$ cat config.mk
export PLATFORM = sky130hd
export DESIGN_NAME = pcc_ctrl
export DESIGN_NICKNAME = d
export VERILOG_FILES = /design/src/hw/rtl/pcc_pkg.sv /design/src/hw/rtl/pcc_ctrl.sv
export SDC_FILE = /design/constraint.sdc
export NUM_CORES = 1
export LEC_CHECK = 0
export BUFFER_PORTS_ARGS = -buffer_cell sky130_fd_sc_hd__buf_2
export CORE_AREA = 2 2 39 41
export CTS_BUF_LIST = sky130_fd_sc_hd__clkbuf_2 sky130_fd_sc_hd__clkbuf_4 sky130_fd_sc_hd__clkbuf_8
export DETAILED_ROUTE_END_ITERATION = 8
export DIE_AREA = 0 0 41 43
export PLACE_DENSITY_LB_ADDON = 0.08
export SETUP_SLACK_MARGIN = 0.02
export SLEW_MARGIN = 20
export SYNTH_ARGS = -nofsm -noshare
export SYNTH_HDL_FRONTEND = slang
export SYNTH_SLANG_ARGS = --single-unit
$ cat constraint.sdc
create_clock -name clock -period 1.7 [get_ports clock]
set_input_delay 0.17 -clock clock [delete_from_list [all_inputs] [get_ports clock]]
set_output_delay 0.17 -clock clock [all_outputs]
set_load 0.005 [all_outputs]
$ cat src/hw/rtl/pcc_pkg.sv
// Package for the palette color collector: shared constants, codes and types.
// Used by the channel interfaces, the controller, the datapath and the top level.
package pcc_pkg;

   // Default number of palette slots, slot zero included.
   localparam int PALETTE_SIZE_DEF = 256;

   // Request codes carried in req_type.
   localparam logic [1:0] REQ_PIXEL = 2'd0;
   localparam logic [1:0] REQ_READ  = 2'd1;
   localparam logic [1:0] REQ_CLEAR = 2'd2;

   // Configuration register indexes.
   localparam int CSR_IDX_W = 2;
   localparam logic [CSR_IDX_W-1:0] CSR_TRANS_RED   = 2'd0;
   localparam logic [CSR_IDX_W-1:0] CSR_TRANS_GREEN = 2'd1;
   localparam logic [CSR_IDX_W-1:0] CSR_TRANS_BLUE  = 2'd2;

   // Reset value of the transparent color.
   localparam logic [7:0] TRANS_RED_RST   = 8'd255;
   localparam logic [7:0] TRANS_GREEN_RST = 8'd0;
   localparam logic [7:0] TRANS_BLUE_RST  = 8'd255;

   // Result status codes.
   typedef enum logic [2:0] {
      ST_PRESENT = 3'd0,
      ST_ADDED   = 3'd1,
      ST_DROPPED = 3'd2,
      ST_SKIPPED = 3'd3,
      ST_READ    = 3'd4,
      ST_CLEARED = 3'd5
   } stat_type;

   // Controller states.
   typedef enum logic [1:0] {
      S_IDLE,
      S_SCAN,
      S_RDWAIT,
      S_DONE
   } state_type;

   // Commands from the controller to the datapath.
   typedef struct packed {
      logic     capture;
      logic     scan_en;
      logic     add_en;
      logic     clear_en;
      logic     res_load;
      stat_type res_status;
      logic     out_load;
   } cmd_type;

   // Status from the datapath to the controller.
   typedef struct packed {
      logic is_trans;
      logic match;
      logic exhausted;
      logic full;
      logic out_free;
   } flags_type;

endpackage

$ cat src/hw/rtl/pcc_ctrl.sv
// Controller state machine of the palette color collector.
// Depends on pcc_pkg for states, request codes and command/status structs.
module pcc_ctrl (
   input  logic               clock,
   input  logic               reset,
   input  logic               req_valid,
   input  logic [1:0]         req_type,
   output logic               req_ready,
   input  pcc_pkg::flags_type flags,
   output pcc_pkg::cmd_type   cmd
);

   pcc_pkg::state_type state_ff, state_in;
   logic               accept;

   // Requests are taken only in the idle state.
   assign accept = req_valid && (state_ff == pcc_pkg::S_IDLE);

   // State register.
   always_ff @(posedge clock) begin
      if (reset) begin
         state_ff <= pcc_pkg::S_IDLE;
      end else begin
         state_ff <= state_in;
      end
   end

   // Next state.
   always_comb begin
      state_in = state_ff;
      case (state_ff)
         pcc_pkg::S_IDLE: begin
            if (accept) begin
               case (req_type)
                  pcc_pkg::REQ_PIXEL: state_in = pcc_pkg::S_SCAN;
                  pcc_pkg::REQ_READ:  state_in = pcc_pkg::S_RDWAIT;
                  pcc_pkg::REQ_CLEAR: state_in = pcc_pkg::S_DONE;
                  default:            state_in = pcc_pkg::S_IDLE;
               endcase
            end
         end
         pcc_pkg::S_SCAN: begin
            if (flags.is_trans || flags.match || flags.exhausted) begin
               state_in = pcc_pkg::S_DONE;
            end
         end
         pcc_pkg::S_RDWAIT: state_in = pcc_pkg::S_DONE;
         pcc_pkg::S_DONE: begin
            if (flags.out_free) begin
               state_in = pcc_pkg::S_IDLE;
            end
         end
         default: state_in = pcc_pkg::S_IDLE;
      endcase
   end

   // Outputs.
   always_comb begin
      req_ready      = 1'b0;
      cmd            = '0;
      cmd.res_status = pcc_pkg::ST_PRESENT;
      case (state_ff)
         pcc_pkg::S_IDLE: begin
            req_ready   = 1'b1;
            cmd.capture = accept;
            if (accept && req_type == pcc_pkg::REQ_READ) begin
               cmd.res_load   = 1'b1;
               cmd.res_status = pcc_pkg::ST_READ;
            end
            if (accept && req_type == pcc_pkg::REQ_CLEAR) begin
               cmd.clear_en   = 1'b1;
               cmd.res_load   = 1'b1;
               cmd.res_status = pcc_pkg::ST_CLEARED;
            end
         end
         pcc_pkg::S_SCAN: begin
            // The search advances only until a decision is made, so the
            // matched slot stays in the compare register.
            if (flags.is_trans) begin
               cmd.res_load   = 1'b1;
               cmd.res_status = pcc_pkg::ST_SKIPPED;
            end else if (flags.match) begin
               cmd.res_load   = 1'b1;
               cmd.res_status = pcc_pkg::ST_PRESENT;
            end else if (flags.exhausted) begin
               cmd.res_load = 1'b1;
               if (flags.full) begin
                  cmd.res_status = pcc_pkg::ST_DROPPED;
               end else begin
                  cmd.add_en     = 1'b1;
                  cmd.res_status = pcc_pkg::ST_ADDED;
               end
            end else begin
               cmd.scan_en = 1'b1;
            end
         end
         pcc_pkg::S_RDWAIT: begin
         end
         pcc_pkg::S_DONE: begin
            cmd.out_load = flags.out_free;
         end
         default: begin
         end
      endcase
   end

endmodule

-- After elaboration in Yosys (flattened, before gate mapping)
Index checks and enable logic that the tools add are counted.
- register bits after elaboration: 2
- input port bits: 10
- eq/ne operators: 8
- multiplexer cells: 22
- reductions and logical operators: 8
- operators with widths (kind ; count):
    $mux 4 ; 4
    $mux 2 ; 7
    $pmux 2 s4 ; 1
    $pmux 4 s2 ; 1
    $mux 1 ; 7
    $eq 2x2->1 const B ; 3
    $ne 2x2->1 const B ; 3
    $pmux 2 s3 ; 1
    $mux 5 ; 1
    $eq 2x1->1 const B ; 2
    $logic_not 2->1 ; 2
    $logic_and 1x1->1 ; 3
    $reduce_and 3->1 ; 1
    $logic_or 1x1->1 ; 2

-- Depth between registers and ports, before layout
Gate-level depths: netlist of the first run.
- word-level depth: 6
- mapped depth: 5

-- Least setup slack after synthesis of the first run
Ideal clock, no wire load.
- kind: reg-to-reg
- start point: register state_ff[1]
- end point: register state_ff[0]
- arrival time: 1.392 ns
- required time: 1.609 ns
- slack: 0.217 ns
- stages on the path, launching flop included: 6
- path buffers: 0
- cell sequence: dfxtp_1 > inv_1 > ha_1 > or4b_4 > and3_4 > a311oi_1
- longest elaborated chain between the ends: 4
- RTL lines (element ; RTL line ; RTL):
    start, declared ; pcc_ctrl.sv:13 ; pcc_pkg::state_type state_ff, state_in;
    start signal, assigned ; pcc_ctrl.sv:22 ; state_ff <= pcc_pkg::S_IDLE;
    start signal, assigned ; pcc_ctrl.sv:24 ; state_ff <= state_in;
    $logic_not 2->1 ; pcc_ctrl.sv:17, pcc_ctrl.sv:31 ;
    $logic_and 1x1->1 ; pcc_ctrl.sv:17 ; assign accept = req_valid && (state_ff == pcc_pkg::S_IDLE);
    $ne 2x2->1 (no line) ; n/a ;
    $reduce_and 3->1 (no line) ; n/a ;
Parallel ways exist; a longest one is shown, timed or not.
A chain may end at the register's enable or synchronous reset.

==> reports/results.tsv, run 1 <==
stage	metric	value	unit
status	run_status	completed	
global_route	grt.total_usage	10.6	%
clocking	clockRootBuffer	sky130_fd_sc_hd__clkbuf_4	
global_route	number_of_global_route_vias_before_repair	335	
yosys	ys_seq_area_share	11.8	%
worst_setup_path	crit_fanout	5	
finish	max_flop_register	state_ff	
clocking	numCtsBuffers	3	
run	maxCapViolations	0	
placement	placedInstanceArea	454	µm²
yosys	count_of_flip_flops_with_a_built_in_enable_after_synthesis	0	
floorplan	rows	14	
detailed_routing	first_drt_iteration_drcs	4	
timing	number_of_setup_violations_in_the_final_report	0	
finish	finish.instance_area	497	µm²
timing	timing.setup.tns	0	ns
placement	detailed_place_hpwl	629	µm
detailed_routing	dr_total_vias	348	
worst_setup_path	crit_type	flip-flop to output pin	
power_and_ir_drop	power.density_cell_area	1130	mW/mm²
clocking	clkSlewWorstSetupHoldPaths	0.03	ns
finish	final.fill_count	159	
floorplan	design.core.area	0.00138	mm²
power_and_ir_drop	design_power_total	562	µW
detailed_routing	route.detailed.drc	0	
placement	placedCellCount	74	
timing	clock.fmax	627	MHz
clocking	clock_tree_from_tritoncts	yes	
timing	layout_min_cycle_time	1.60	ns
timing	maxSlewViolCount	0	
detailed_routing	vias_per_cell	4.52	
yosys	postSynthAreaPerCell	8.69	µm²
worst_setup_path	critPathCaptureType	output pin	
worst_setup_path	critical-path-slowest-cell	sky130_fd_sc_hd__or4b_4	
timing	postLayoutSetupSlackWorst	0.104	ns
detailed_routing	drt.antenna.violating_nets	0	
yosys	syn_nets	57	
worst_setup_path	crit_buf_inv	3	
finish	drive_gt1_share	52.5	%
yosys	synth_cell_types	20	
power_and_ir_drop	vdd.ir_drop.worst	442	µV
timing	relSlewSlack	84.6	%
worst_setup_path	setup.worst_path.start	state_ff[1]	
finish	nets	81	
timing	worst_skew	0.00288	ns
clocking	post_cts_setup_repair_buffer_count	0	
placement	io_buffer_count	19	
clocking	cts_hold_repair.buffers	0	
yosys	synth-seq-cells	2	
finish	final-instance-count-excl-fill	77	
floorplan	chipHeight	43	µm
yosys	netlist_top_cells_area	sky130_fd_sc_hd__ha_1 30%, sky130_fd_sc_hd__dfxtp_1 12%, sky130_fd_sc_hd__inv_1 6.6%, sky130_fd_sc_hd__a311oi_1 5.2%, sky130_fd_sc_hd__or2b_2 5.2%	
global_route	initial_antenna_violation_count	0	
yosys	synthFlopType	sky130_fd_sc_hd__dfxtp_1	
placement	dpl_worst_slack	0.102	ns
detailed_routing	wl_per_cell	9.36	µm
worst_setup_path	required_arrival_time_at_the_worst_endpoint	1.53	ns
timing	timing.final.hold_violations	0	
global_route	grt_pass1_wl	1260	µm
floorplan	dieWidth	41	µm
timing	finalCritPeriodShare	93.9	%
detailed_routing	wirelength	721	µm
floorplan	initial_utilization	24.5	%
finish	final-seq-area	45.0	µm²
worst_setup_path	worst_ep_arrival_time	1.43	ns
min_path	hold_path_startpoint	reset	
finish	syn2layout_area_growth	46.5	%
yosys	post-synth-top-count-cell	sky130_fd_sc_hd__ha_1	
yosys	synthDominantCellAreaShare	29.5	%
clocking	insertion_delay_to_the_later_sink_of_the_worst_skew_pair	0.23	ns
worst_setup_path	cp_cell_sequence	inv_2, ha_4, or4b_4, inv_1, buf_2	
timing	setup_repair_after_global_routing_missed_its_margin	no	
yosys	async_reset_ff_share	0	%
yosys	postSynthCellCount	39	
yosys	netlist_area	339	µm²
worst_setup_path	setup.worst_path.start_class	flip-flop	
clocking	cts_max_path_buffers	2	
yosys	netlist_top_cells_count	8 x sky130_fd_sc_hd__ha_1, 6 x sky130_fd_sc_hd__inv_1	
floorplan	design.die.area	0.00176	mm²
yosys	ys_warn_count	0	
clocking	h_tree_levels	1	
finish	multiInputGateArea	292	µm²
min_path	holdCritPathClass	input pin to flip-flop	
global_route	grt_max_degree	6	
worst_setup_path	critical_path.reg2reg.startpoint	state_ff[1]	
clocking	clock-sinks	2	
floorplan	ioPinCount	20	
worst_setup_path	cpLargestDelayFamily	simple AND/OR/NAND/NOR gates	
timing	worst_slew_pin_slew	0.229	ns
finish	biggestRegsByFlops	state_ff: 2 flops	
yosys	cell_accounting_for_the_most_synthesized_area	sky130_fd_sc_hd__ha_1	
global_route	grt_overflow	0	
worst_setup_path	cpPeakStageDelay	0.48	ns
placement	gp_congestion	0.606	
finish	antenna-diode-count	0	
detailed_routing	drt-pass1-iter-count	2	
power_and_ir_drop	p_leak	0.000275	µW
finish	largest_register_ffs	2	
[worst paths after layout]
kind,endpoint,slack (ns),cells past startpoint
setup / recovery,cmd[7],0.10,5
hold / removal,state_ff[0],0.11,2
setup reg to reg,state_ff[1],0.21,5
hold reg to reg,state_ff[1],0.57,2
[cells by family (layout without fill, tap and decap cells)]
| logic type | count (synthesis) | in the layout | share of synthesized area, % |
|---|---|---|---|
| AO/OA/AOI/OAI | 9 | 9 | 19.2 |
| adder cells (fa/ha/maj) | 8 | 8 | 29.5 |
| buffers and inverters | 6 | 28 | 6.64 |
| flip-flops | 2 | 2 | 11.8 |
| AND/OR/NAND/NOR | 14 | 14 | 32.8 |
[metal layers]
metal | GRT usage, % | vias to the layer above | part of all wire (%)
li1 | - | 183 | -
met1 | 13.0 | 150 | 45
met2 | 15.3 | 13 | 46
met3 | 2.09 | 2 | 7.2
met4 | 8.00 | 0 | 2.6
met5 | 0 | - | 0
[report_power, final]
part	internal (µW)	leakage (µW)	switching, µW
sequential	79.2	0.0000175	30.4
combinational	190	0.000244	155
clock	78.0	0.0000138	28.7
total	348	0.000275	214
[cell type report]
type / count / area share, %
flip-flops and latches: 2 / 9.07
inverters: 6 / 4.53
well taps: 16 / 4.03
repair buffers: 19 / 19.1
multi-input cells: 31 / 58.7
clock buffers: 3 / 4.53
[repair_timing]
item,CTS,global route
pin swaps,0,0
endpoints found under the hold margin,0,0
resized for setup,3,4
endpoints found under the setup margin,1,2
[cells in the final DEF (no fill, tap or decap), drive strengths merged]
master  count
o211ai      1
ha          8
o21ai       1
nand2b      2
clkbuf      3
or2b        3
dfxtp       2
and2        2
and3        2
buf        19
nand2       1
inv         6
and3b       2
o31ai       1
or4b        1
a311oi      2
nor3b       1
o21a        2
a31oi       2
[stage by stage]
stage,hold WS (ns),util (%)
after global routing,0.111,35.9
after global placement,0.355,32.8
final,0.110,35.9
after CTS,0.107,35.4
after floorplan,0.242,-
after detailed placement,0.352,32.8
No activity file was read; power rests on OpenSTA's default activity.
==> run 2: changes to the inputs <==
--- a/config.mk
+++ b/config.mk
@@ -11,6 +11,7 @@
 export DETAILED_ROUTE_END_ITERATION = 8
 export DIE_AREA = 0 0 41 43
 export PLACE_DENSITY_LB_ADDON = 0.08
+export RECOVER_POWER = 25
 export SETUP_SLACK_MARGIN = 0.02
 export SLEW_MARGIN = 20
 export SYNTH_ARGS = -nofsm -noshare
==> run 2 against run 1 <==
  * Wire length is 0.28% higher
  * Worst hold slack stayed put
  * Critical path type unchanged
  * Largest power group unchanged
  * Via count stayed put
  * Global-route usage stayed put
==> reports/results.tsv, run 2 (same netlist as run 1, synthesis figures left out) <==
stage	metric	value	unit
detailed_routing	wirelength	723	µm
floorplan	design.die.area	0.00176	mm²
finish	finish.instance_area	494	µm²
global_route	initial_antenna_violation_count	0	
clocking	clock_tree_from_tritoncts	yes	
placement	gp_congestion	0.606	
min_path	hold_path_startpoint	reset	
timing	finalCritPeriodShare	93.8	%
detailed_routing	drt.antenna.violating_nets	0	
placement	dpl_worst_slack	0.102	ns
clocking	clockRootBuffer	sky130_fd_sc_hd__clkbuf_4	
timing	maxSlewViolCount	0	
timing	postLayoutSetupSlackWorst	0.105	ns
finish	most-common-layout-cells	19 x sky130_fd_sc_hd__buf_2, 7 x sky130_fd_sc_hd__ha_1, 5 x sky130_fd_sc_hd__inv_1	
status	run_status	completed	
finish	largest_register_ffs	2	
clocking	clock-sinks	2	
power_and_ir_drop	power.density_cell_area	1130	mW/mm²
worst_setup_path	critPathCaptureType	output pin	
timing	worst_slew_pin_slew	0.229	ns
worst_setup_path	required_arrival_time_at_the_worst_endpoint	1.53	ns
timing	setup_repair_after_global_routing_missed_its_margin	no	
detailed_routing	route.detailed.drc	0	
min_path	worst_hold_path.endpoint	state_ff[0]	
worst_setup_path	worst_ep_arrival_time	1.42	ns
timing	number_of_setup_violations_in_the_final_report	0	
worst_setup_path	crit_buf_inv	3	
worst_setup_path	critical-path-slowest-cell	sky130_fd_sc_hd__or4b_4	
min_path	holdCritPathClass	input pin to flip-flop	
clocking	cts_max_path_buffers	2	
timing	hold_slack	0.110	ns
worst_setup_path	cp_cell_sequence	inv_2, ha_4, or4b_4, inv_1, buf_2	
worst_setup_path	crit_type	flip-flop to output pin	
floorplan	chipHeight	43	µm
worst_setup_path	setup.worst_path.start_class	flip-flop	
global_route	grt.total_usage	10.6	%
global_route	grt_pass1_wl	1260	µm
detailed_routing	first_drt_iteration_drcs	4	
clocking	numCtsBuffers	3	
global_route	number_of_global_route_vias_before_repair	335	
worst_setup_path	critical_path.reg2reg.startpoint	state_ff[1]	
timing	relSlewSlack	84.6	%
timing	timing.final.hold_violations	0	
detailed_routing	wl_per_cell	9.39	µm
placement	io_buffer_count	19	
finish	finish.utilization	35.7	%
min_path	worstHoldPathCells	2	
finish	final.fill_count	160	
clocking	post_cts_setup_repair_buffer_count	0	
finish	layout_commonest_cell	sky130_fd_sc_hd__buf_2	
worst_setup_path	worst_r2r_endpoint	state_ff[1]	
floorplan	rows	14	
floorplan	ioPinCount	20	
worst_setup_path	crit_fanout	5	
detailed_routing	vias_per_cell	4.52	
placement	detailed_place_hpwl	629	µm
timing	layout_min_cycle_time	1.59	ns
finish	biggestRegsByFlops	state_ff: 2 flops	
floorplan	dieWidth	41	µm
finish	multiInputGateArea	289	µm²
placement	placedInstanceArea	454	µm²
worst_setup_path	reg2reg_setup_slack	0.21	ns
clocking	insertion_delay_to_the_later_sink_of_the_worst_skew_pair	0.23	ns
detailed_routing	drt-pass1-iter-count	2	
worst_setup_path	cpLargestDelayFamily	simple AND/OR/NAND/NOR gates	
power_and_ir_drop	p_leak	0.000276	µW
timing	worst_skew	0.00288	ns
finish	nets	81	
global_route	grt_overflow	0	
finish	syn2layout_area_growth	45.8	%
detailed_routing	dr_total_vias	348	
global_route	grt_max_degree	6	
run	maxCapViolations	0	
finish	final-seq-area	45.0	µm²
floorplan	initial_utilization	24.5	%
timing	timing.setup.tns	0	ns
floorplan	design.core.area	0.00138	mm²
clocking	cts_hold_repair.buffers	0	
worst_setup_path	r2r_cells	5	
finish	antenna-diode-count	0	
clocking	clkSlewWorstSetupHoldPaths	0.03	ns
power_and_ir_drop	vdd.ir_drop.worst	441	µV
timing	clock.fmax	627	MHz
worst_setup_path	cpPeakStageDelay	0.48	ns
finish	max_flop_register	state_ff	
clocking	h_tree_levels	1	
finish	drive_gt1_share	50.8	%
==> run 2: cell counts in the layout (fill, tap and decap cells not counted) <==
Identical to the previous run, type by type.
==> run 2: what timing repair did <==
| item | CTS | global route |
|---|---|---|
| endpoints found under the setup margin | 1 | 2 |
| pin swaps | 0 | 0 |
| resized for setup | 3 | 4 |
| gates cloned | 0 | 0 |
==> run 2: where the power goes <==
part	switching, µW	total (µW)	internal [µW]	leakage, µW
Clock	28.7	107	78.0	0.0000138
Combinational	155	342	187	0.000245
Sequential	30.4	110	79.2	0.0000175
==> run 2: metrics by stage <==
step / power (µW) / cells
global placement: 431 / 74
detailed placement: 426 / 74
CTS: 564 / 77
finish: 558 / 77
floorplan: 311 / 39
global route: 633 / 77
==> run 2: worst max-delay path by stage <==
stage,start,end,depth (start not counted)
after floorplan,state_ff[1],state_ff[0],5
final,state_ff[1],cmd[7],5
after global placement,state_ff[0],state_ff[0],4
after global routing,state_ff[0],cmd[4],6
after detailed placement,state_ff[1],state_ff[1],5
after CTS,state_ff[1],cmd[7],5
==> run 2: final cells by class <==
| type | instances | area share (%) |
|---|---|---|
| Inverter | 6 | 4.56 |
| Multi-Input combinational cell | 31 | 58.5 |
| Clock buffer | 3 | 4.56 |
| Timing Repair Buffer | 19 | 19.2 |
| Tap cell | 16 | 4.05 |
| Sequential cell | 2 | 9.11 |
==> run 2: routing by layer <==
layer  wire length (µm)  global-route usage (%)
met1                323                    13.0
met3                 52                    2.09
met4                 19                    8.00
met2                329                    15.3
met5                  0                       0
==> run 2: worst reg2reg max path, cell delays in order, from the launching register on <==
cell and delay, ns:
sky130_fd_sc_hd__dfxtp_2 0.32, sky130_fd_sc_hd__inv_2 0.08, sky130_fd_sc_hd__ha_4 0.14, sky130_fd_sc_hd__or4b_4 0.48
sky130_fd_sc_hd__and3_4 0.17, sky130_fd_sc_hd__a311oi_1 0.19
